### config.mk
export PLATFORM = sky130hd
export DESIGN_NAME = ppm_pulse_decoder_top
export DESIGN_NICKNAME = d
export VERILOG_FILES = /design/src/rtl/ppd_pkg.sv /design/src/rtl/ppd_cfg_regs.sv /design/src/rtl/ppd_core.sv /design/src/rtl/ppm_pulse_decoder_top.sv
export SDC_FILE = /design/constraint.sdc
export NUM_CORES = 1
export LEC_CHECK = 0
export BUFFER_PORTS_ARGS = -buffer_cell sky130_fd_sc_hd__buf_2
export CAP_MARGIN = 15
export CORE_ASPECT_RATIO = 0.7
export CORE_MARGIN = 3
export CORE_UTILIZATION = 50
export DETAILED_ROUTE_END_ITERATION = 8
export PLACE_DENSITY_LB_ADDON = 0.1
export SYNTH_ARGS = -nofsm -noshare
export SYNTH_HDL_FRONTEND = slang
export SYNTH_HIERARCHICAL = 1
export SYNTH_SLANG_ARGS = --single-unit
### constraint.sdc
create_clock -name clk -period 4.4 [get_ports clk]
set_input_delay 0.44 -clock clk [delete_from_list [all_inputs] [get_ports clk]]
set_output_delay 0.44 -clock clk [all_outputs]
set_load 0.05 [all_outputs]
### src/rtl/ppd_pkg.sv
package ppd_pkg;

    // Register indexes of the configuration port.
    localparam logic [2:0] REG_PULSE_MIN      = 3'd0;
    localparam logic [2:0] REG_PULSE_MAX      = 3'd1;
    localparam logic [2:0] REG_SYNC_THRESHOLD = 3'd2;
    localparam logic [2:0] REG_TIMER_TOP      = 3'd3;
    localparam logic [2:0] REG_SKIP_A         = 3'd4;
    localparam logic [2:0] REG_SKIP_B         = 3'd5;
    localparam logic [2:0] REG_SKIP_C         = 3'd6;

    localparam logic [15:0] PULSE_MIN_RST      = 16'd1000;
    localparam logic [15:0] PULSE_MAX_RST      = 16'd4200;
    localparam logic [15:0] SYNC_THRESHOLD_RST = 16'd5500;
    localparam logic [15:0] TIMER_TOP_RST      = 16'd65535;

    typedef struct packed {
        logic [15:0] pulse_min;
        logic [15:0] pulse_max;
        logic [15:0] sync_threshold;
        logic [15:0] timer_top;
        logic [4:0]  skip_a;
        logic [4:0]  skip_b;
        logic [4:0]  skip_c;
    } ppd_cfg_t;

    typedef struct packed {
        logic        write_valid;
        logic [4:0]  write_channel;
        logic [15:0] pulse_width;
        logic        frame_end;
        logic [7:0]  channels_detected;
    } ppd_result_t;

endpackage

### src/rtl/ppd_cfg_regs.sv
module ppd_cfg_regs (
    input  logic             clk,
    input  logic             rst_n,
    input  logic             cfg_we,
    input  logic [2:0]       cfg_index,
    input  logic [15:0]      cfg_data,
    output ppd_pkg::ppd_cfg_t cfg
);
    import ppd_pkg::*;

    ppd_cfg_t cfg_reg;

    always_ff @(posedge clk or negedge rst_n)
    begin
        if (!rst_n)
        begin
            cfg_reg.pulse_min      <= PULSE_MIN_RST;
            cfg_reg.pulse_max      <= PULSE_MAX_RST;
            cfg_reg.sync_threshold <= SYNC_THRESHOLD_RST;
            cfg_reg.timer_top      <= TIMER_TOP_RST;
            cfg_reg.skip_a         <= 5'd0;
            cfg_reg.skip_b         <= 5'd0;
            cfg_reg.skip_c         <= 5'd0;
        end
        else if (cfg_we)
        begin
            case (cfg_index)
                REG_PULSE_MIN:      cfg_reg.pulse_min      <= cfg_data;
                REG_PULSE_MAX:      cfg_reg.pulse_max      <= cfg_data;
                REG_SYNC_THRESHOLD: cfg_reg.sync_threshold <= cfg_data;
                REG_TIMER_TOP:      cfg_reg.timer_top      <= cfg_data;
                REG_SKIP_A:         cfg_reg.skip_a         <= cfg_data[4:0];
                REG_SKIP_B:         cfg_reg.skip_b         <= cfg_data[4:0];
                REG_SKIP_C:         cfg_reg.skip_c         <= cfg_data[4:0];
                default:            ;
            endcase
        end
    end

    assign cfg = cfg_reg;

endmodule

### src/rtl/ppd_core.sv
module ppd_core #(
    parameter int MAX_CHANNELS = 16
) (
    input  logic                 clk,
    input  logic                 rst_n,
    input  logic                 in_accept,
    input  logic [15:0]          capture_time,
    input  ppd_pkg::ppd_cfg_t    cfg,
    output ppd_pkg::ppd_result_t result
);
    import ppd_pkg::*;

    localparam logic [8:0] MaxCh = 9'(MAX_CHANNELS);

    logic [15:0] last_capture_reg, last_capture_next;
    logic [7:0]  channel_count_reg, channel_count_next;
    logic [7:0]  detected_count_reg, detected_count_next;

    logic [15:0] interval;
    logic [8:0]  ch;
    logic [7:0]  count_inc;
    logic        is_sync;
    logic        is_pulse;
    logic        is_long;
    logic        skip;

    always_comb
    begin
        // Wrap correction when the timer rolled over at its top.
        if (last_capture_reg > capture_time)
            interval = capture_time + (cfg.timer_top - last_capture_reg);
        else
            interval = capture_time - last_capture_reg;

        ch        = {1'b0, channel_count_reg} + 9'd1;
        count_inc = (channel_count_reg == 8'hFF) ? channel_count_reg : ch[7:0];
        is_sync   = interval > cfg.sync_threshold;
        is_pulse  = ({1'b0, channel_count_reg} < MaxCh) &&
                    (interval > cfg.pulse_min) && (interval < cfg.pulse_max);
        is_long   = interval > cfg.pulse_min;
        skip      = (ch == {4'd0, cfg.skip_a}) || (ch == {4'd0, cfg.skip_b}) ||
                    (ch == {4'd0, cfg.skip_c});

        last_capture_next   = capture_time;
        channel_count_next  = channel_count_reg;
        detected_count_next = detected_count_reg;

        result.write_valid   = 1'b0;
        result.write_channel = 5'd0;
        result.pulse_width   = interval;
        result.frame_end     = 1'b0;

        if (is_sync)
        begin
            detected_count_next = channel_count_reg;
            channel_count_next  = 8'd0;
            result.frame_end    = 1'b1;
        end
        else if (is_pulse)
        begin
            result.write_valid   = !skip;
            result.write_channel = skip ? 5'd0 : ch[4:0];
            channel_count_next   = count_inc;
        end
        else if (is_long)
        begin
            channel_count_next = count_inc;
        end

        result.channels_detected = detected_count_next;
    end

    always_ff @(posedge clk or negedge rst_n)
    begin
        if (!rst_n)
        begin
            last_capture_reg   <= 16'd0;
            channel_count_reg  <= 8'd0;
            detected_count_reg <= 8'd0;
        end
        else if (in_accept)
        begin
            last_capture_reg   <= last_capture_next;
            channel_count_reg  <= channel_count_next;
            detected_count_reg <= detected_count_next;
        end
    end

    // A sync gap always clears the running channel count.
    a_sync_clears: assert property (@(posedge clk) disable iff (!rst_n)
        in_accept && is_sync |=> channel_count_reg == 8'd0)
        else $error("channel count not cleared after sync gap");

    // Outside a sync gap the count never goes down.
    a_count_monotonic: assert property (@(posedge clk) disable iff (!rst_n)
        in_accept && !is_sync |=> channel_count_reg >= $past(channel_count_reg))
        else $error("channel count decreased without sync gap");

    // A channel write and a frame end never come from the same interval.
    a_write_not_sync: assert property (@(posedge clk) disable iff (!rst_n)
        result.write_valid |-> !result.frame_end)
        else $error("channel write flagged on a sync gap");

endmodule

### src/rtl/ppm_pulse_decoder_top.sv
// PPM pulse-train decoder.
// The slave stream (s_tvalid, s_tready, s_tdata) carries one captured edge
// timestamp per word. For each word the block measures the interval to the
// previous timestamp, with wrap correction at the configured timer top, and
// classifies it as a sync gap, a channel pulse or an out-of-range interval.
// Exactly one result word leaves on the master stream for each input word.
// m_tlast marks a sync gap (frame end) and m_tuser flags a channel write.
// The configuration port (cfg_we, cfg_index, cfg_data) writes the pulse
// bounds, sync threshold, timer top and the three skip channels; it should
// only be written while no word is in flight.
// The result word is registered and shows in the output register in the
// cycle after its input word is accepted. Throughput is one word per cycle
// unless the receiver stalls, set by the single subtract-and-compare pass.
// When the receiver stalls, the output register holds its word and s_tready
// falls; input is taken again in the same cycle the held word is taken.
// Reset clears the previous timestamp, both channel counters and the output
// valid flag, and loads the registers with their default values.
module ppm_pulse_decoder_top #(
    parameter int MAX_CHANNELS = 16
) (
    input  logic        clk,
    input  logic        rst_n,
    // Fields from bit 0: capture_time[15:0].
    input  logic        s_tvalid,
    output logic        s_tready,
    input  logic [15:0] s_tdata,
    // Fields from bit 0: write_channel[4:0], pulse_width[20:5],
    // channels_detected[28:21], zero fill[31:29].
    output logic        m_tvalid,
    input  logic        m_tready,
    output logic [31:0] m_tdata,
    // frame_end: set when the interval was a sync gap.
    output logic        m_tlast,
    // Fields from bit 0: write_valid[0].
    output logic        m_tuser,
    input  logic        cfg_we,
    input  logic [2:0]  cfg_index,
    input  logic [15:0] cfg_data
);
    import ppd_pkg::*;

    ppd_cfg_t    cfg;
    ppd_result_t result;
    ppd_result_t out_reg;
    logic        out_valid_reg;
    logic        in_accept;

    // The output register frees up whenever its word is taken this cycle.
    assign s_tready  = !out_valid_reg || m_tready;
    assign in_accept = s_tvalid && s_tready;

    ppd_cfg_regs u_cfg (
        .clk       (clk),
        .rst_n     (rst_n),
        .cfg_we    (cfg_we),
        .cfg_index (cfg_index),
        .cfg_data  (cfg_data),
        .cfg       (cfg)
    );

    ppd_core #(
        .MAX_CHANNELS (MAX_CHANNELS)
    ) u_core (
        .clk          (clk),
        .rst_n        (rst_n),
        .in_accept    (in_accept),
        .capture_time (s_tdata),
        .cfg          (cfg),
        .result       (result)
    );

    always_ff @(posedge clk or negedge rst_n)
    begin
        if (!rst_n)
            out_valid_reg <= 1'b0;
        else if (s_tready)
            out_valid_reg <= s_tvalid;
    end

    // Payload needs no reset; it is loaded on every accepted word.
    always_ff @(posedge clk)
    begin
        if (in_accept)
            out_reg <= result;
    end

    assign m_tvalid = out_valid_reg;
    assign m_tdata  = {3'b000, out_reg.channels_detected, out_reg.pulse_width,
                       out_reg.write_channel};
    assign m_tlast  = out_reg.frame_end;
    assign m_tuser  = out_reg.write_valid;

endmodule
==> key figures, run 1 <==
Run status
  – Outcome: finished with violations
  – Failing checks: negative setup slack

Finish
  – Count of nets after finishing: 1198
  – Most common cell after layout, fill and taps aside: sky130_fd_sc_hd__inv_1
  – Largest register FFs: 79
  – Fraction of final layout cells sized beyond drive strength 1: between 30% and 40%
  – Layout Area Growth over Synthesis: 26.2%
  – Commonest cells after routing, fill and taps aside: sky130_fd_sc_hd__inv_1, sky130_fd_sc_hd__buf_4, sky130_fd_sc_hd__dfrtp_1
  – FF/Latch Area: 3780 µm²
  – Fillers: around 1400
  – Area used by multi-input combinational logic: a little over 5000 µm²
  – Ant. Diodes: 0
  – Finished layout cell area: around 12000 µm²

Floorplanning
  – Die ar.: around 20000 µm²
  – Initial Util: between 50% and 60%
  – Number of top-level design ports: between 70 and 80
  – Die extent in x: 168 µm
  – Cell row count: 40
  – Vert. Die Dim: approximately 120 µm
  – Total core area: ~18000 µm²

Global routing
  – Maximum number of pins on one net before global-route repair: between 40 and 50
  – Global-route usage over all layers: between 20% and 30%
  – Initial antenna violation count: 0
  – Grt ovf: 0
  – Number of global-route vias before repair: 6813
  – Wire length of the first global-routing pass: roughly 36000 µm

Drt
  – DRT Wirelength: ~23000 µm
  – Number of vias per cell: approximately 5.3
  – Count of antenna-violating nets left after detailed routing: 0
  – Initial detailed-routing violation count: between 400 and 500
  – Average wire length per cell after detail routing: around 17 µm
  – Post-route DRC violation count: 0
  – Total number of vias: around 7000
  – TritonRoute pass-1 iters: 5

Pwr
  – Worst vdd ir: 339 µV
  – Leakage power: 5.49 nW
  – Power per Cell Area: ~720 nW/µm²

Clocking
  – Num Clock Sinks: 143
  – Number of buffers created by CTS: 17
  – Max clock buf depth: 2
  – Clock transition at the registers of the reported paths: around 0.070 ns
  – TritonCTS clock tree: done
  – Clock insertion delay at the later pin of the skew report: approximately 0.43 ns
  – Clk root buf: sky130_fd_sc_hd__clkbuf_16
  – CTS HTree Levels: 4

Synthesis
  – Fraction of the yosys area taken by sequential cells: ~40%
  – Total of warnings raised by yosys: 6
  – Distinct cell type count of the synthesized netlist: 64
  – Post-synthesis register bit count: about 140
  – Synthesized area per cell: between 10 and 15 µm²
  – Prevailing post-synth register cell: sky130_fd_sc_hd__dfrtp_1
  – Gate Count Post-Synth: 876
  – Post-synth EDFFs: 31
  – Netlist area before placement: roughly 9200 µm²
  – Post-synthesis async set-or-reset flop share: 78.3%

Setup path
  – Setup CP Type: register to register
  – Critical path launch point type: register
  – Highest net fanout along the worst path: 6
  – Crit path required time: 4.72 ns
  – Crit path DAT: roughly 5.0 ns
  – Critical path endpoint category: register

STA
  – Slew Viols, Final: 0
  – Final min period: ~4.6 ns
  – Number of hold violations in the final report: 0
  – Maximum clock rate: around 220 MHz
  – Setup repair after global routing missed its margin: yes
  – Worst-case clock skew: roughly 0.010 ns
  – Final clock period utilization by the worst path: 105%
  – Final setup slack of the worst path: -0.229 ns
  – Setup total negative slack: -5.43 ns
  – Count of endpoints failing setup in the final report: 30
  – Rel. slew slack: between 40 and 50%
  – Least-Margin Pin Slew: 0.785 ns

Worst hold path
  – Hold Crit Class: input port to register

Run
  – Max Cap Viol: 0

Place
  – Gp weighted congestion: about 0.84
  – Count of buffers from port buffering: 72
  – Cell area after placement: about 11000 µm²
  – Final HPWL DP: roughly 16000 µm
[through the flow]
| stage | utilization, % | power, mW | worst slack (ns) | std cells | hold slack [ns] |
|---|---|---|---|---|---|
| after detailed placement | 60.1 | 6.31 | -0.463 | 1267 | 0.431 |
| final | 65.8 | 8.36 | -0.229 | 1307 | 0.219 |
| after global routing | 65.8 | 8.95 | -0.417 | 1307 | 0.214 |
| after floorplan | - | 4.77 | -0.0863 | 878 | 0.144 |
| after CTS | 65.3 | 8.20 | -0.207 | 1305 | 0.207 |
| after global placement | 60.1 | 6.27 | -0.458 | 1267 | 0.430 |
[layer usage]
layer / up-vias / wire, µm / track usage, %
li1: 3392 / - / -
met1: 3372 / 11500 / 35.5
met4: 0 / 244 / 5.72
met3: 23 / 963 / 3.98
met2: 176 / 9820 / 33.0
met5: - / 0 / 0
[cells by family (layout without fill, tap and decap cells)]
family / Yosys count / count (layout) / share of synthesized area (%)
flops: 143 / 143 / 41.2
simple gates: 194 / 194 / 10.8
compound gates: 156 / 156 / 10.4
mux: 94 / 94 / 12.3
other cells: 1 / 3 / 0.0409
buf+inv: 154 / 352 / 7.17
xor+xnor: 39 / 39 / 3.81
fa+ha+maj: 95 / 95 / 14.3
[cells in the mapped netlist, types with 3 or more instances]
library cell / number / area [µm²]
sky130_fd_sc_hd__nand2b_1: 6 / 37.5
sky130_fd_sc_hd__dfrtp_1: 78 / 1950
sky130_fd_sc_hd__o21ai_0: 47 / 235
sky130_fd_sc_hd__clkbuf_1: 9 / 33.8
sky130_fd_sc_hd__edfxtp_1: 31 / 931
sky130_fd_sc_hd__a21o_1: 18 / 135
sky130_fd_sc_hd__inv_1: 129 / 484
sky130_fd_sc_hd__a21oi_1: 44 / 220
sky130_fd_sc_hd__buf_6: 3 / 33.8
sky130_fd_sc_hd__a211o_1: 3 / 26.3
sky130_fd_sc_hd__and3_1: 7 / 43.8
sky130_fd_sc_hd__mux2_2: 69 / 777
sky130_fd_sc_hd__mux2_4: 20 / 300
sky130_fd_sc_hd__buf_4: 4 / 30.0
sky130_fd_sc_hd__nand2_1: 52 / 195
sky130_fd_sc_hd__a211oi_1: 5 / 37.5
sky130_fd_sc_hd__nand3_1: 21 / 105
sky130_fd_sc_hd__nor2b_1: 6 / 37.5
sky130_fd_sc_hd__a31oi_1: 10 / 62.6
sky130_fd_sc_hd__xnor2_1: 24 / 210
sky130_fd_sc_hd__mux2i_1: 5 / 50.1
sky130_fd_sc_hd__ha_1: 79 / 988
sky130_fd_sc_hd__xor2_1: 14 / 123
sky130_fd_sc_hd__o31ai_1: 3 / 22.5
sky130_fd_sc_hd__fa_1: 16 / 320
sky130_fd_sc_hd__dfstp_2: 34 / 893
sky130_fd_sc_hd__nor2_1: 55 / 206
sky130_fd_sc_hd__nand4_1: 9 / 56.3
sky130_fd_sc_hd__buf_2: 7 / 35.0
sky130_fd_sc_hd__nor4_1: 4 / 25.0
sky130_fd_sc_hd__nand4b_1: 5 / 43.8
sky130_fd_sc_hd__o21a_1: 7 / 52.6
sky130_fd_sc_hd__nor3_1: 14 / 70.1
[power breakdown]
part	internal (mW)	leakage (nW)	total (mW)	switching, mW
clock	0.797	0.280	1.43	0.636
combinational	2.32	3.61	4.95	2.63
sequential	1.81	1.60	1.98	0.169
total	4.92	5.49	8.36	3.44
[cell type report]
| type | count | area share [%] |
|---|---|---|
| well taps | 231 | 2.50 |
| multi-input cells | 581 | 44.5 |
| repair buffers | 191 | 11.1 |
| inverters | 129 | 4.19 |
| flip-flops and latches | 143 | 32.7 |
| clock inverters | 15 | 1.33 |
| clock buffers | 17 | 3.68 |
[path summary, 6_finish.rpt]
| check | start | slack, ns | depth (start not counted) | endpoint |
|---|---|---|---|---|
| min in group asynchronous | rst_n | 0.51 | 2 | u_core/last_capture_reg[1] |
| max in group asynchronous | rst_n | 2.96 | 3 | u_cfg/cfg[35] |
| setup reg to reg | u_cfg/cfg[16] | -0.23 | 20 | u_core/detected_count_reg[5] |
| hold / removal | s_tvalid | 0.22 | 2 | m_tvalid |
| setup / recovery | u_cfg/cfg[16] | -0.23 | 20 | u_core/detected_count_reg[5] |
| hold reg to reg | u_core/detected_count_reg[7] | 0.51 | 2 | u_core/detected_count_reg[7] |
[repair_timing]
item                                   CTS  global route
pin swaps                               26            14
cloned                                   0             0
gates resized for setup                 54            16
hold buffers                             1             0
setup endpoints to repair               31            31
endpoints found under the hold margin   19             0
setup buffers                            5             2
[critical path: stages (launching register included)]
cell                       delay, ns
sky130_fd_sc_hd__dfstp_2        0.53
sky130_fd_sc_hd__inv_2          0.04
sky130_fd_sc_hd__fa_1           0.56
sky130_fd_sc_hd__inv_2          0.06
sky130_fd_sc_hd__ha_4           0.22
sky130_fd_sc_hd__a211oi_4       0.29
sky130_fd_sc_hd__o21ai_2        0.15
sky130_fd_sc_hd__a31oi_2        0.18
sky130_fd_sc_hd__nor2b_1        0.07
sky130_fd_sc_hd__o21a_1         0.19
sky130_fd_sc_hd__o311a_1        0.28
sky130_fd_sc_hd__a21o_1         0.19
sky130_fd_sc_hd__ha_1           0.31
sky130_fd_sc_hd__nand2_1        0.08
sky130_fd_sc_hd__or4_4          0.53
sky130_fd_sc_hd__o22ai_4        0.14
sky130_fd_sc_hd__a21oi_4        0.09
sky130_fd_sc_hd__buf_6          0.15
sky130_fd_sc_hd__mux2_2         0.27
sky130_fd_sc_hd__nor2_1         0.10
sky130_fd_sc_hd__nor2_1         0.06
Power figures use the tool's default switching activity.
==> run 2, diff against run 1 <==
--- a/config.mk
+++ b/config.mk
@@ -10,6 +10,7 @@
 export CORE_ASPECT_RATIO = 0.7
 export CORE_MARGIN = 3
 export CORE_UTILIZATION = 50
+export CTS_CLUSTER_DIAMETER = 100
 export DETAILED_ROUTE_END_ITERATION = 8
 export PLACE_DENSITY_LB_ADDON = 0.1
 export SYNTH_ARGS = -nofsm -noshare
==> constraint.sdc (replaced) <==
create_clock -name clk -period 4.4 [get_ports clk]
set_input_delay 0.22 -clock clk [delete_from_list [all_inputs] [get_ports clk]]
set_output_delay 0.22 -clock clk [all_outputs]
set_load 0.05 [all_outputs]
==> key figures, run 2 (synthesis gave the netlist of run 1 again) <==
Floorplanning
  – Die ar.: 20000 µm² (unchanged)
  – Cell row count: 40 (unchanged)
  – Total core area: 17600 µm² (unchanged)
  – Initial Util: 52.2% (unchanged)
  – Die extent in x: 168 µm (unchanged)
  – Vert. Die Dim: 119 µm (unchanged)
  – Number of top-level design ports: 76 (unchanged)

Setup path
  – Crit path required time: 4.68 ns (-0.04 ns)
  – Highest net fanout along the worst path: 15 (+9)
  – Critical path endpoint category: register
  – Crit path DAT: 4.93 ns (-0.02 ns)
  – Worst Reg2Reg Path Length in Cells: 22 (+10%)
  – Critical path launch point type: register
  – Start point of the critical path: u_cfg/cfg[22]
  – Setup CP Type: register to register
  – Worst r2r src: u_cfg/cfg[22]

Drt
  – Total number of vias: 6892 (-1.0%)
  – DRT Wirelength: 21900 µm (-2.7%)
  – Average wire length per cell after detail routing: 16.9 µm (-1.9%)
  – Number of vias per cell: 5.31 (-0.26%)
  – Post-route DRC violation count: 0 (unchanged)
  – TritonRoute pass-1 iters: 5 (unchanged)
  – Count of antenna-violating nets left after detailed routing: 0 (unchanged)
  – Initial detailed-routing violation count: 408 (-14%)

Run status
  – Failing checks: negative setup slack
  – Outcome: finished with violations

Finish
  – Layout Area Growth over Synthesis: 25.0%
  – Fraction of final layout cells sized beyond drive strength 1: 37.5% (-0.77 points)
  – Final standard cell count with taps included and fillers excluded: 1297 (-0.77%)
  – Count of nets after finishing: 1188 (-0.83%)
  – Ant. Diodes: 0 (unchanged)
  – Commonest cells after routing, fill and taps aside: sky130_fd_sc_hd__inv_1, sky130_fd_sc_hd__buf_4, sky130_fd_sc_hd__dfrtp_1
  – Most common cell after layout, fill and taps aside: sky130_fd_sc_hd__inv_1
  – Largest register FFs: 79 (unchanged)

Clocking
  – TritonCTS clock tree: done
  – Num Clock Sinks: 143 (unchanged)
  – Clock transition at the registers of the reported paths: 0.07 ns (about the same)
  – Clock insertion delay at the later pin of the skew report: 0.42 ns (about the same)
  – Clk root buf: sky130_fd_sc_hd__clkbuf_16
  – CTS HTree Levels: 4 (unchanged)
  – Number of buffers created by CTS: 17 (unchanged)
  – Max clock buf depth: 2 (unchanged)

Global routing
  – Global-route usage over all layers: 22.4% (-0.52 points)
  – Initial antenna violation count: 0 (unchanged)
  – Number of global-route vias before repair: 6671 (-2.1%)
  – Grt ovf: 0 (unchanged)
  – Wire length of the first global-routing pass: 35600 µm (-2.3%)
  – Maximum number of pins on one net before global-route repair: 72 (+71%)

STA
  – Count of endpoints failing setup in the final report: 30 (unchanged)
  – Least-Margin Pin Slew: 0.944 ns (+0.159 ns)
  – Final setup slack of the worst path: -0.247 ns (-0.0178 ns)
  – Final min period: 4.65 ns (+0.0178 ns)
  – Slew Viols, Final: 0 (unchanged)
  – Setup repair after global routing missed its margin: yes
  – Maximum clock rate: 215 MHz (-0.38%)
  – Worst-case clock skew: 0.00781 ns (-0.00233 ns)
  – Final clock period utilization by the worst path: 106% (+0.41 points)
  – Rel. slew slack: 37.0% (-10 points)
  – Worst-case hold slack: 0.0416 ns (-0.178 ns)
  – Number of hold violations in the final report: 0 (unchanged)

Pwr
  – Leakage power: 5.44 nW (-0.96%)
  – Power per Cell Area: 724 nW/µm² (+0.15%)
  – Worst vdd ir: 356 µV (+5.1%)

Worst hold path
  – Worst hold path stage count: 2 (unchanged)
  – Hold Crit Class: input port to register
  – Worst min-delay path startpoint: s_tdata[0]

Run
  – Max Cap Viol: 0 (unchanged)

Place
  – Final HPWL DP: 16000 µm (-2.8%)
  – Gp weighted congestion: 0.872 (+3.5%)
  – Number of instances in the placed design: 1253 (-1.1%)
  – Count of buffers from port buffering: 72 (unchanged)
## run 2: changes by cell type in the layout (fill, tap and decap cells not counted), sizes merged
cell	before	now
buf	190	179
bufinv	1	2
clkinv	6	5
dlygate4sd3	1	2
## run 2: per-layer routing
layer	GRT usage [%]	wire, µm	up-vias	share of wire (%)
li1	-	-	3387	-
met1	35.3	11800	3337	54
met2	32.0	9070	153	41
met3	4.08	934	15	4.3
met4	4.50	159	0	0.72
met5	0	0	-	0
## run 2: critical path, stage by stage, from the launching register on
cell,delay [ns]
sky130_fd_sc_hd__dfstp_2,0.53
sky130_fd_sc_hd__inv_1,0.05
sky130_fd_sc_hd__fa_1,0.53
sky130_fd_sc_hd__inv_1,0.05
sky130_fd_sc_hd__ha_1,0.30
sky130_fd_sc_hd__and3_4,0.17
sky130_fd_sc_hd__and3_1,0.19
sky130_fd_sc_hd__a21oi_2,0.15
sky130_fd_sc_hd__nand3_2,0.12
sky130_fd_sc_hd__nand2_1,0.09
sky130_fd_sc_hd__nand4b_1,0.11
sky130_fd_sc_hd__a31oi_1,0.11
sky130_fd_sc_hd__a211oi_2,0.30
sky130_fd_sc_hd__ha_1,0.30
sky130_fd_sc_hd__a211o_1,0.30
sky130_fd_sc_hd__a21oi_1,0.14
sky130_fd_sc_hd__o21ai_0,0.10
sky130_fd_sc_hd__a31oi_1,0.20
sky130_fd_sc_hd__a21oi_2,0.10
sky130_fd_sc_hd__buf_12,0.16
sky130_fd_sc_hd__nor3_4,0.21
sky130_fd_sc_hd__nand4b_4,0.16
sky130_fd_sc_hd__nor2b_1,0.13
## run 2: path summary, 6_finish.rpt
| check | slack (ns) | end |
|---|---|---|
| max in group asynchronous | 2.78 | u_cfg/cfg[59] |
| worst max register to register | -0.25 | m_tdata[3] |
| min in group asynchronous | 0.48 | u_core/last_capture_reg[3] |
| worst min-delay path | 0.04 | u_core/last_capture_reg[0] |
| worst min register to register | 0.51 | u_core/detected_count_reg[7] |
| worst max-delay path | -0.25 | m_tdata[3] |
## run 2: final cells by class
type                            count  area [µm²]
Inverter                          129         484
Tap cell                          231         289
Clock buffer                       17         425
Fill cell                        1365        6110
Timing Repair Buffer              181        1240
Multi-Input combinational cell    581        5080
Clock inverter                     15         158
Sequential cell                   143        3780
## run 2: where the power goes
part	internal (mW)	switching [mW]	leakage (nW)
Combinational	2.28	2.58	3.56
Clock	0.842	0.606	0.281
Sequential	1.81	0.173	1.60
Total	4.93	3.36	5.44
## run 2: through the flow
step / area, µm² / util (%) / setup TNS, ns / setup slack (ns) / total power [mW]
2_1_floorplan: 9230 / - / -0.0863 / -0.0863 / 4.76
3_3_place_gp: 10500 / 59.6 / -5.41 / -0.269 / 6.26
3_5_place_dp: 10500 / 59.6 / -8.05 / -0.380 / 6.27
4_1_cts: 11300 / 64.2 / -5.24 / -0.223 / 8.06
5_1_grt: 11500 / 65.2 / -11.03 / -0.464 / 8.88
6_report: 11500 / 65.2 / -4.88 / -0.247 / 8.29
## run 2: repair_timing
item	in CTS	in global routing
hold buffers	2	0
gates resized for setup	34	32
pin swaps	18	20
buffers inserted	6	5
endpoints found under the setup margin	31	31
hold endpoints to repair	35	0
==> run 3, diff against run 2 <==
--- a/config.mk
+++ b/config.mk
@@ -13,6 +13,7 @@
 export CTS_CLUSTER_DIAMETER = 100
 export DETAILED_ROUTE_END_ITERATION = 8
 export PLACE_DENSITY_LB_ADDON = 0.1
+export RECOVER_POWER = 50
 export SYNTH_ARGS = -nofsm -noshare
 export SYNTH_HDL_FRONTEND = slang
 export SYNTH_HIERARCHICAL = 1
==> key figures, run 3 (synthesis gave the netlist of run 1 again) <==
Floorplanning
  – Die ar.: 20000 µm² (unchanged)
  – Initial Util: 52.2% (unchanged)
  – Vert. Die Dim: 119 µm (unchanged)
  – Die extent in x: 168 µm (unchanged)
  – Total core area: 17600 µm² (unchanged)
  – Number of top-level design ports: 76 (unchanged)
  – Cell row count: 40 (unchanged)

STA
  – Final setup slack of the worst path: -0.260 ns (-0.0130 ns)
  – Maximum clock rate: 215 MHz (-0.28%)
  – Setup repair after global routing missed its margin: yes
  – Least-Margin Pin Slew: 1.85 ns (+0.903 ns)
  – Worst-case clock skew: 0.00816 ns (+0.000353 ns)
  – Count of endpoints failing setup in the final report: 31 (+3.3%)
  – Final min period: 4.66 ns (+0.0130 ns)
  – Number of hold violations in the final report: 0 (unchanged)
  – Rel. slew slack: -23.2% (-60 points)
  – Final clock period utilization by the worst path: 106% (+0.30 points)
  – Slew Viols, Final: 72 (+72)

Drt
  – TritonRoute pass-1 iters: 5 (unchanged)
  – Number of vias per cell: 5.32 (+0.10%)
  – Post-route DRC violation count: 0 (unchanged)
  – Total number of vias: 6899 (+0.10%)
  – Average wire length per cell after detail routing: 16.8 µm (-0.55%)
  – Initial detailed-routing violation count: 446 (+9.3%)
  – Count of antenna-violating nets left after detailed routing: 0 (unchanged)
  – DRT Wirelength: 21800 µm (-0.55%)

Clocking
  – Clock insertion delay at the later pin of the skew report: 0.42 ns (about the same)
  – Max clock buf depth: 2 (unchanged)
  – TritonCTS clock tree: done
  – Number of buffers created by CTS: 17 (unchanged)
  – Clock transition at the registers of the reported paths: 0.06 ns (about the same)
  – Clk root buf: sky130_fd_sc_hd__clkbuf_16
  – Num Clock Sinks: 143 (unchanged)
  – CTS HTree Levels: 4 (unchanged)

Finish
  – Layout Area Growth over Synthesis: 23.6%
  – Commonest cells after routing, fill and taps aside: sky130_fd_sc_hd__inv_1, sky130_fd_sc_hd__buf_4, sky130_fd_sc_hd__dfrtp_1
  – Largest register FFs: 79 (unchanged)
  – Most common cell after layout, fill and taps aside: sky130_fd_sc_hd__inv_1
  – Fraction of final layout cells sized beyond drive strength 1: 32.6% (-5.0 points)
  – Count of nets after finishing: 1188 (unchanged)
  – Final standard cell count with taps included and fillers excluded: 1297 (unchanged)
  – Ant. Diodes: 0 (unchanged)

Pwr
  – Leakage power: 5.30 nW (-2.5%)
  – Net Sw Power: 3.36 mW (-0.11%)
  – Net switching share of the total power: 40.8% (+0.24 points)
  – Sequential power share: 24.1% (+0.2 points)
  – Cell internal pwr: 4.88 mW (-1.1%)
  – Power share of the clock group: 17.6% (about the same)
  – Share of power burned in combinational logic: 58.4% (-0.2 points)
  – Pwr Total: 8.24 mW (-0.69%)
  – Power per Cell Area: 727 nW/µm² (+0.45%)
  – Worst vdd ir: 345 µV (-3.0%)

Global routing
  – Wire length of the first global-routing pass: 35600 µm (unchanged)
  – Number of global-route vias before repair: 6671 (unchanged)
  – Global-route usage over all layers: 22.4% (unchanged)
  – Maximum number of pins on one net before global-route repair: 72 (unchanged)
  – Grt ovf: 0 (unchanged)
  – Initial antenna violation count: 0 (unchanged)

Setup path
  – Crit path required time: 4.68 ns (about the same)
  – Critical path launch point type: register
  – Cell with the biggest individual delay on the critical path: sky130_fd_sc_hd__dfstp_2
  – Crit path DAT: 4.94 ns (about the same)
  – Start point of the critical path: u_cfg/cfg[22]
  – Critical path endpoint category: register
  – Delay of the slowest cell on the worst path: 0.53 ns (about the same)
  – Highest net fanout along the worst path: 15 (unchanged)
  – Worst r2r src: u_cfg/cfg[22]
  – Setup CP Type: register to register
  – Ordered cell list for the critical path: inv_1 -> fa_1 -> inv_1 -> ha_1 -> and3_4 -> and3_1 -> a21oi_2 -> nand3_2 -> nand2_1 -> nand4b_1 -> a31oi_1 -> a211oi_2 -> ha_1 -> a211o_1 -> a21oi_1 -> o21ai_0 -> a31oi_1 -> a21oi_2 -> buf_12 -> nor3_4 -> nand4b_4 -> nor2b_1

Place
  – Number of instances in the placed design: 1253 (unchanged)
  – Gp weighted congestion: 0.872 (unchanged)
  – Count of buffers from port buffering: 72 (unchanged)
  – Placement Setup Slack: -0.380 ns (unchanged)
  – Final HPWL DP: 16000 µm (unchanged)

Run
  – Max Cap Viol: 1 (+1)

Worst hold path
  – Worst min-delay path startpoint: s_tdata[0]
  – Hold Crit Class: input port to register

Run status
  – Outcome: finished with violations
  – Failing checks: max-capacitance violations, max-slew violations, negative setup slack
-- run 3: changes by cell type in the layout (fill, tap and decap cells not counted), moves of 2 or more --
cell,delta
sky130_fd_sc_hd__buf_2,-30
sky130_fd_sc_hd__and4bb_2,-2
sky130_fd_sc_hd__mux2_1,+18
sky130_fd_sc_hd__buf_4,-2
sky130_fd_sc_hd__mux2_4,-18
sky130_fd_sc_hd__clkbuf_1,+31
sky130_fd_sc_hd__and4bb_1,+3
-- run 3: path summary, 6_finish.rpt --
check / endpoint / slack (ns) / cells past startpoint
setup / recovery: m_tdata[3] / -0.26 / 22
hold reg to reg: u_cfg/cfg[55] / 0.48 / 1
hold / removal: u_core/last_capture_reg[0] / 0.04 / 2
max in group asynchronous: u_cfg/cfg[59] / 2.12 / 3
setup reg to reg: m_tdata[3] / -0.26 / 22
min in group asynchronous: u_core/last_capture_reg[3] / 0.84 / 2
-- run 3: cell type report --
cell class                      instances  area [µm²]
Sequential cell                       143        3780
Timing Repair Buffer                  181        1190
Tap cell                              231         289
Clock inverter                         15         158
Inverter                              129         484
Fill cell                            1410        6240
Clock buffer                           17         425
Multi-Input combinational cell        581        5000
-- run 3: power groups by stage --
stage / Combinational [mW] / Sequential [mW] / Clock, mW
finish: 4.81 / 1.98 / 1.45
global route: 5.28 / 2.02 / 1.52
CTS: 4.60 / 1.98 / 1.48
detailed placement: 4.28 / 2.00 / 0
global placement: 4.26 / 1.99 / 0
floorplan: 2.47 / 2.29 / 0
-- run 3: critical path, delay by kind of cell (launching register included) --
family | cells | cell delay [ns]
flops | 1 | 0.53
simple gates | 8 | 1.17
compound gates | 8 | 1.42
fa+ha+maj | 3 | 1.13
buf+inv | 3 | 0.26
-- run 3: timing repair --
action | in CTS | in global routing
setup buffers | 6 | 5
endpoints found under the setup margin | 31 | 31
hold buffers | 2 | 0
hold endpoints to repair | 35 | 0
resized for setup | 34 | 32
pin swaps | 18 | 20
-- run 3: metal layers --
| layer | vias up | GRT usage [%] | share of wire (%) |
|---|---|---|---|
| li1 | 3392 | - | - |
| met1 | 3319 | 35.3 | 52 |
| met2 | 176 | 32.0 | 42 |
| met3 | 12 | 4.08 | 5.2 |
| met4 | 0 | 4.50 | 0.75 |
| met5 | - | 0 | 0 |
-- run 3: per-stage QoR --
| stage | hold WS, ns | instance area [µm²] | TNS (ns) | utilization [%] |
|---|---|---|---|---|
| after CTS | 0.0279 | 11300 | -5.24 | 64.2 |
| after global routing | 0.0351 | 11300 | -11.03 | 64.5 |
| after global placement | 0.431 | 10500 | -5.41 | 59.6 |
| after detailed placement | 0.430 | 10500 | -8.05 | 59.6 |
| after floorplan | -0.0756 | 9230 | -0.0863 | - |
| final | 0.0420 | 11300 | -5.21 | 64.5 |
